File: config.mk
export PLATFORM = sky130hd
export DESIGN_NAME = boot_image_stream_receiver_unit
export DESIGN_NICKNAME = d
export VERILOG_FILES = /design/src/rtl/bisr_pkg.sv /design/src/rtl/boot_image_stream_receiver_unit.sv /design/src/rtl/bisr_core.sv
export SDC_FILE = /design/constraint.sdc
export NUM_CORES = 1
export LEC_CHECK = 0
export BUFFER_PORTS_ARGS = -buffer_cell sky130_fd_sc_hd__buf_2
export CAP_MARGIN = 0
export CORE_MARGIN = 4
export CORE_UTILIZATION = 40
export DETAILED_ROUTE_END_ITERATION = 7
export GPL_TIMING_DRIVEN = 0
export PLACE_DENSITY = 0.67
export SKIP_CTS_REPAIR_TIMING = 1
export SLEW_MARGIN = 20
export SYNTH_ARGS = -nofsm -noshare
export SYNTH_HDL_FRONTEND = slang
export SYNTH_SLANG_ARGS = --single-unit
File: constraint.sdc
create_clock -name clk -period 22.7 [get_ports clk]
set_input_delay 4.54 -clock clk [delete_from_list [all_inputs] [get_ports clk]]
set_output_delay 4.54 -clock clk [all_outputs]
set_load 0.005 [all_outputs]
File: src/rtl/bisr_pkg.sv
`timescale 1ns / 1ps

package bisr_pkg;

  // register defaults
  localparam logic [31:0] MAGIC_RESET    = 32'h5445_4E4B;
  localparam logic [31:0] MAX_RESET      = 32'h0100_0000;
  localparam logic [31:0] BASE_RESET     = 32'h0400_0000;

  // header layout
  localparam int          HDR_LEN        = 12;
  localparam int          HDR_BITS       = 8 * HDR_LEN;
  localparam int          HDR_CNT_W      = 4;

  // address width default
  localparam int          ADDRESS_WIDTH_DEF = 32;

  // configuration port
  localparam int          CFG_ADDR_W     = 4;

  typedef enum logic [1:0] {
    REG_MAGIC = 2'd0,
    REG_MAX   = 2'd1,
    REG_BASE  = 2'd2
  } reg_idx_t;

  // reply status codes
  localparam logic [1:0]  ST_OK          = 2'd0;
  localparam logic [1:0]  ST_BAD_MAGIC   = 2'd1;
  localparam logic [1:0]  ST_BAD_LENGTH  = 2'd2;

  typedef struct packed {
    logic       command;
    logic [7:0] data_byte;
  } in_t;

  typedef struct packed {
    logic        write_valid;
    logic [31:0] write_address;
    logic [7:0]  write_byte;
    logic [31:0] bytes_received;
    logic        reply_valid;
    logic [1:0]  reply_status;
    logic [31:0] reply_checksum;
    logic [31:0] entry_address;
    logic [31:0] image_length;
  } out_t;

  typedef struct packed {
    logic [31:0] expected_magic;
    logic [31:0] max_image_bytes;
    logic [31:0] load_base;
  } cfg_t;

endpackage

File: src/rtl/boot_image_stream_receiver_unit.sv
`timescale 1ns / 1ps
// An accepted request waits in the input register; its result, if any, is registered at out_.
// One request per cycle unless out_stall holds; the receiver state updates in a single pass.
// in_stall rises only when the input register is full and the result register is stalled.
// Reset (rst_n low, synchronous): receiver back to header phase, state cleared,
// configuration registers back to their defaults. No clearing pass is needed.

module boot_image_stream_receiver_unit
  import bisr_pkg::*;
#(
  parameter int ADDRESS_WIDTH = ADDRESS_WIDTH_DEF
) (
  input  logic                  clk,
  input  logic                  rst_n,
  input  logic                  in_valid,
  output logic                  in_stall,
  input  in_t                   in_data,
  output logic                  out_valid,
  input  logic                  out_stall,
  output out_t                  out_data,
  input  logic                  psel,
  input  logic                  penable,
  input  logic                  pwrite,
  input  logic [CFG_ADDR_W-1:0] paddr,
  input  logic [31:0]           pwdata,
  output logic [31:0]           prdata,
  output logic                  pready
);

  cfg_t        cfg_r;
  logic        s1_valid_r;
  in_t         s1_item_r;
  logic        out_valid_r;
  out_t        out_data_r;
  logic        adv;
  logic        step;
  logic        res_valid;
  out_t        res;
  reg_idx_t    reg_sel;
  logic        cfg_wr;

  // configuration registers
  assign pready  = 1'b1;
  assign reg_sel = reg_idx_t'(paddr[3:2]);
  assign cfg_wr  = psel & penable & pwrite;

  always_ff @(posedge clk) begin
    if (!rst_n) begin
      cfg_r.expected_magic  <= MAGIC_RESET;
      cfg_r.max_image_bytes <= MAX_RESET;
      cfg_r.load_base       <= BASE_RESET;
    end else if (cfg_wr) begin
      unique case (reg_sel)
        REG_MAGIC: cfg_r.expected_magic  <= pwdata;
        REG_MAX:   cfg_r.max_image_bytes <= pwdata;
        REG_BASE:  cfg_r.load_base       <= pwdata;
        default: begin
        end
      endcase
    end
  end

  always_comb begin
    unique case (reg_sel)
      REG_MAGIC: prdata = cfg_r.expected_magic;
      REG_MAX:   prdata = cfg_r.max_image_bytes;
      REG_BASE:  prdata = cfg_r.load_base;
      default:   prdata = '0;
    endcase
  end

  // pipeline advance: result register free or being drained
  assign adv      = !out_valid_r || !out_stall;
  assign in_stall = s1_valid_r && !adv;
  assign step     = s1_valid_r && adv;

  // input register
  always_ff @(posedge clk) begin
    if (!rst_n) begin
      s1_valid_r <= 1'b0;
    end else if (!in_stall) begin
      s1_valid_r <= in_valid;
    end
  end

  always_ff @(posedge clk) begin
    if (in_valid && !in_stall) begin
      s1_item_r <= in_data;
    end
  end

  bisr_core #(
    .ADDRESS_WIDTH (ADDRESS_WIDTH)
  ) u_core (
    .clk       (clk),
    .rst_n     (rst_n),
    .step      (step),
    .item      (s1_item_r),
    .cfg       (cfg_r),
    .res_valid (res_valid),
    .res       (res)
  );

  // result register
  always_ff @(posedge clk) begin
    if (!rst_n) begin
      out_valid_r <= 1'b0;
    end else if (adv) begin
      out_valid_r <= step && res_valid;
    end
  end

  always_ff @(posedge clk) begin
    if (step && res_valid) begin
      out_data_r <= res;
    end
  end

  assign out_valid = out_valid_r;
  assign out_data  = out_data_r;

endmodule

File: src/rtl/bisr_core.sv
`timescale 1ns / 1ps

module bisr_core
  import bisr_pkg::*;
#(
  parameter int ADDRESS_WIDTH = ADDRESS_WIDTH_DEF
) (
  input  logic clk,
  input  logic rst_n,
  input  logic step,
  input  in_t  item,
  input  cfg_t cfg,
  output logic res_valid,
  output out_t res
);

  typedef enum logic [1:0] {
    PH_HEADER = 2'd0,
    PH_IMAGE  = 2'd1,
    PH_DONE   = 2'd2
  } phase_t;

  // low address bits kept by the staging bus
  localparam logic [31:0] ADDR_MASK = (ADDRESS_WIDTH >= 32) ? 32'hFFFF_FFFF :
                                      32'((64'd1 << ADDRESS_WIDTH) - 64'd1);

  phase_t                 phase_r, phase_nxt;
  logic [HDR_CNT_W-1:0]   cnt_r, cnt_nxt;
  logic [HDR_BITS-1:0]    hdr_r, hdr_nxt;
  logic [31:0]            len_r, len_nxt;
  logic [31:0]            entry_r, entry_nxt;
  logic [31:0]            off_r, off_nxt;
  logic [23:0]            word_r, word_nxt;
  logic [31:0]            sum_r, sum_nxt;

  logic [HDR_BITS-1:0]    hdr_full;
  logic [31:0]            hdr_magic, hdr_len, hdr_entry;
  logic [1:0]             lane;
  logic [31:0]            off_inc;
  logic [31:0]            addr_sum;

  // header bytes shift in from the top, first byte ends up lowest
  assign hdr_full  = {item.data_byte, hdr_r[HDR_BITS-1:8]};
  assign hdr_magic = hdr_full[31:0];
  assign hdr_len   = hdr_full[63:32];
  assign hdr_entry = hdr_full[95:64];

  assign lane      = off_r[1:0];
  assign off_inc   = off_r + 32'd1;
  assign addr_sum  = cfg.load_base + off_r;

  // per-request update
  always_comb begin
    phase_nxt = phase_r;
    cnt_nxt   = cnt_r;
    hdr_nxt   = hdr_r;
    len_nxt   = len_r;
    entry_nxt = entry_r;
    off_nxt   = off_r;
    word_nxt  = word_r;
    sum_nxt   = sum_r;
    res_valid = 1'b0;
    res       = '0;
    if (step) begin
      if (item.command) begin
        // new connection
        phase_nxt = PH_HEADER;
        cnt_nxt   = '0;
        len_nxt   = '0;
        entry_nxt = '0;
        off_nxt   = '0;
        word_nxt  = '0;
        sum_nxt   = '0;
      end else begin
        unique case (phase_r)
          PH_HEADER: begin
            hdr_nxt = hdr_full;
            cnt_nxt = cnt_r + 1'b1;
            if (cnt_r == HDR_CNT_W'(HDR_LEN - 1)) begin
              if (hdr_magic != cfg.expected_magic) begin
                phase_nxt        = PH_DONE;
                res_valid        = 1'b1;
                res.reply_valid  = 1'b1;
                res.reply_status = ST_BAD_MAGIC;
              end else begin
                len_nxt   = hdr_len;
                entry_nxt = hdr_entry;
                off_nxt   = '0;
                word_nxt  = '0;
                sum_nxt   = '0;
                if (hdr_len == 32'd0 || hdr_len >= cfg.max_image_bytes) begin
                  phase_nxt        = PH_DONE;
                  res_valid        = 1'b1;
                  res.reply_valid  = 1'b1;
                  res.reply_status = ST_BAD_LENGTH;
                end else begin
                  phase_nxt = PH_IMAGE;
                end
              end
            end
          end
          PH_IMAGE: begin
            // word assembly and checksum
            if (lane == 2'd3) begin
              sum_nxt  = sum_r + {item.data_byte, word_r};
              word_nxt = '0;
            end else begin
              word_nxt = word_r | ({16'd0, item.data_byte} << {lane, 3'b000});
            end
            off_nxt            = off_inc;
            res_valid          = 1'b1;
            res.write_valid    = 1'b1;
            res.write_address  = addr_sum & ADDR_MASK;
            res.write_byte     = item.data_byte;
            res.bytes_received = off_inc;
            if (off_inc == len_r) begin
              phase_nxt          = PH_DONE;
              res.reply_valid    = 1'b1;
              res.reply_status   = ST_OK;
              res.reply_checksum = sum_nxt;
              res.entry_address  = entry_r;
              res.image_length   = len_r;
            end
          end
          default: begin
            // done phase and unused code: bytes are dropped
          end
        endcase
      end
    end
  end

  // receiver state
  always_ff @(posedge clk) begin
    if (!rst_n) begin
      phase_r <= PH_HEADER;
      cnt_r   <= '0;
      len_r   <= '0;
      entry_r <= '0;
      off_r   <= '0;
      word_r  <= '0;
      sum_r   <= '0;
    end else begin
      phase_r <= phase_nxt;
      cnt_r   <= cnt_nxt;
      len_r   <= len_nxt;
      entry_r <= entry_nxt;
      off_r   <= off_nxt;
      word_r  <= word_nxt;
      sum_r   <= sum_nxt;
    end
  end

  // header bytes need no reset, all are written before use
  always_ff @(posedge clk) begin
    hdr_r <= hdr_nxt;
  end

endmodule

==> metrics.md <==
| Metric | Value |
|---|---|
| Row count | `91` |
| Pleak | `10.3 nW` |
| Placed cells | `3587` |
| CP Class | `primary input to output pin` |
| Die height | `259 µm` |
| Largest net degree at the start of global routing | `61` |
| CP bufs+invs | `4` |
| Status | `complete, no violations` |
| Cells after Synth | `2487` |
| Iter 0 DRT Violations | `1804` |
| Placed Area | `0.0278 mm²` |
| Setup crit end kind | `output pin` |
| Via Count | `20.1k` |
| Max cap viols | `0` |
| Final Setup Violations | `0` |
| Reg clk slew, reported paths | `0.06 ns` |
| Met3 wire len | `5.20 mm` |
| RSZ-0062 raised after global routing | `no` |
| Final wirelength | `80.7 mm` |
| Per-cell routed wire length | `21.9 µm` |
| NetSw | `0.453 mW` |
| Synth cell types | `78` |
| Synth Warn # | `0` |
| Comb pwr share | `0.037` |
| Post-placement setup slack | `11.75 ns` |
| Most frequent cells in the layout | `nand2_1 (354), edfxtp_1 (269), buf_2 (264)` |
| Sequential area share after synthesis | `0.523` |
| Ys flop type | `edfxtp_1` |
| Antenna Violating Nets Remaining | `0` |
| Synthesized area | `0.0252 mm²` |
| CTS tree | `yes` |
| Synthesized area per cell | `10.1 µm²` |
| Total power | `2.04 mW` |
| Starting Density | `0.406` |
| Period utilisation layout | `0.484` |
| Boundary pin count | `259` |
| HP Class | `flop to flop` |
| Final estimated routing congestion in global placement | `0.961` |
| Worst Skew | `0.0255 ns` |
| Final Max Slew Viols | `0` |
| Finished Layout Cells | `3693` |
| Post-synth EDFFs | `269` |
| Final instance area | `0.0298 mm²` |
| Detailed Routing Iterations Pass 1 | `7` |
| Crit path max-delay family | `buffers and inverters` |
| Syn_nets | `2637` |
| Metal2 WL | `37.2 mm` |
| Clock root buffer | `clkbuf_16` |
| Fin crit period | `10.98 ns` |
| Yosys top cell area share | `0.320` |
| Worst-Margin Slew | `1.17 ns` |
| Leading cell type in the layout, fill and taps excluded | `nand2_1` |
| Ordered list of cells on the worst path | `buf_2 -> clkbuf_1 -> clkbuf_1 -> mux2i_1 -> o21ai_0 -> buf_2` |
| Core area | `0.0621 mm²` |
| First-pass GRT wire length | `120 mm` |
| P&R area growth vs syn | `18.0%` |
| Power density cells | `68.7 mW/mm²` |
| Reg power frac | `0.493` |
| Max_slew headroom | `0.217` |
| Worst setup SP type | `primary input` |
| Global route overflow | `0` |
| CTS Buffer Depth | `3` |
| Vias per inst | `5.44` |
| Share of cells above drive strength 1 | `0.140` |
| Die W | `259 µm` |
| Biggest area consumer among synthesized cells | `edfxtp_1` |
| Clock Power Share | `0.470` |
| Nets@finish | `2959` |
| CP arrival | `6.44 ns` |
| P_int | `1.59 mW` |
| Critical Path RT | `18.16 ns` |
| CTS buffer count | `57` |
| Synth top area cells | `edfxtp_1 (32%), dfxtp_1 (20%), nand2_1 (5.3%)` |
| Count of final hold-check violations | `0` |
| Die area | `0.0671 mm²` |
| Number of diodes | `0` |
| Reg area | `0.0132 mm²` |
| Switch share | `0.222` |
| Filler instances | `5690` |
| Yosys reg bits | `525` |
| Multi-input gate area | `0.0112 mm²` |
| Share of synthesized flip-flops with an asynchronous set or reset | `0` |
| Final worst slack | `11.72 ns` |
| H-Tree Depth | `2` |
| Critical Path Fanout Max | `10` |
| Drc violations | `0` |
| Insertion delay to the later sink of the worst-skew pair | `0.63 ns` |
| DRT met1 WL | `34.5 mm` |
| Peak Freq | `91.0 MHz` |
| # port buffers | `253` |
| Max incr delay on CP | `0.62 ns` |
| Crit-path slowest cell | `clkbuf_1` |
| Top layer reached by signal wires | `met4` |
| GRT Total Usage | `0.234` |
| Number of global-route vias before repair | `19.6k` |
| CTS Sinks | `525` |
| Fin Setup TNS | `0 ns` |
| Peak VDD IR | `0.0562 mV` |
| Hpwl dp | `62.0 mm` |
| Antenna violations before repair | `0` |
final cells by class:
cell class,count,share of cell area
Tap cell,837,0.0352
Inverter,67,0.00862
Timing Repair Buffer,263,0.0518
Sequential cell,525,0.444
Buffer,143,0.0200
Multi-Input combinational cell,1752,0.376
Clock buffer,73,0.0513
Clock inverter,33,0.0134
Yosys cell counts (all sizes together), types with 13 or more instances:
| library cell | instances |
|---|---|
| a21boi | 150 |
| a21o | 31 |
| a21oi | 121 |
| a22oi | 20 |
| and2 | 32 |
| and3 | 72 |
| buf | 29 |
| clkbuf | 114 |
| dfxtp | 256 |
| edfxtp | 269 |
| ha | 96 |
| inv | 67 |
| mux2i | 58 |
| nand2 | 354 |
| nand2b | 13 |
| nand3 | 61 |
| nand3b | 66 |
| nand4 | 34 |
| nor2 | 166 |
| nor2b | 72 |
| nor3 | 31 |
| nor4 | 17 |
| o21ai | 93 |
| xnor2 | 97 |
| xor2 | 31 |
final timing paths:
kind                                      from                    endpoint  slack [ns]  depth (start not counted)
hold / removal      u_core.hdr_r[84]$_DFFE_PP_  u_core.hdr_r[76]$_DFFE_PP_        0.45                          0
setup reg to reg  u_core.off_r[0]$_SDFFE_PN0P_  out_data[31]$_SDFFCE_PP0P_       17.02                         11
hold reg to reg     u_core.hdr_r[84]$_DFFE_PP_  u_core.hdr_r[76]$_DFFE_PP_        0.45                          0
setup / recovery                      paddr[2]                  prdata[19]       11.72                          6
cells by family after synthesis:
| family | count (synthesis) | share of synthesized area |
|---|---|---|
| flip-flops | 525 | 0.523 |
| buffers and inverters | 210 | 0.0337 |
| AO/OA/AOI/OAI | 515 | 0.134 |
| XOR/XNOR | 133 | 0.0489 |
| AND/OR/NAND/NOR | 946 | 0.187 |
| other | 1 | 0.000149 |
| adder cells (fa/ha/maj) | 98 | 0.0492 |
| multiplexers | 59 | 0.0235 |
power groups by stage:
stage,sequential [mW],clock [mW],combinational (mW)
after global routing,1.01,1.02,0.0812
after detailed placement,1.03,0,0.0739
after floorplan,1.02,0,0.0450
final,1.01,0.961,0.0748
after global placement,1.03,0,0.0718
after CTS,1.01,0.980,0.0742
state kept, by name, indices dropped and copies added, names as in the netlist, 2 cells and up:
signal / flops
u_core.phase_r: 2
u_core.hdr_r: 88
cfg_r: 96
s1_item_r: 9
u_core.entry_r: 32
u_core.cnt_r: 4
u_core.len_r: 32
u_core.sum_r: 32
u_core.off_r: 32
u_core.word_r: 24
out_data: 172
stage by stage:
step | utilization | hold slack [ns]
floorplan | - | 0.427
global placement | 0.444 | 0.437
detailed placement | 0.449 | 0.435
CTS | 0.480 | 0.448
global route | 0.480 | 0.455
finish | 0.480 | 0.452
layer usage:
metal / vias up / track usage
li1: 9492 / -
met1: 9677 / 0.306
met2: 751 / 0.383
met3: 172 / 0.0410
met4: 0 / 0.101
met5: - / 0
Power figures use the tool's default switching activity.
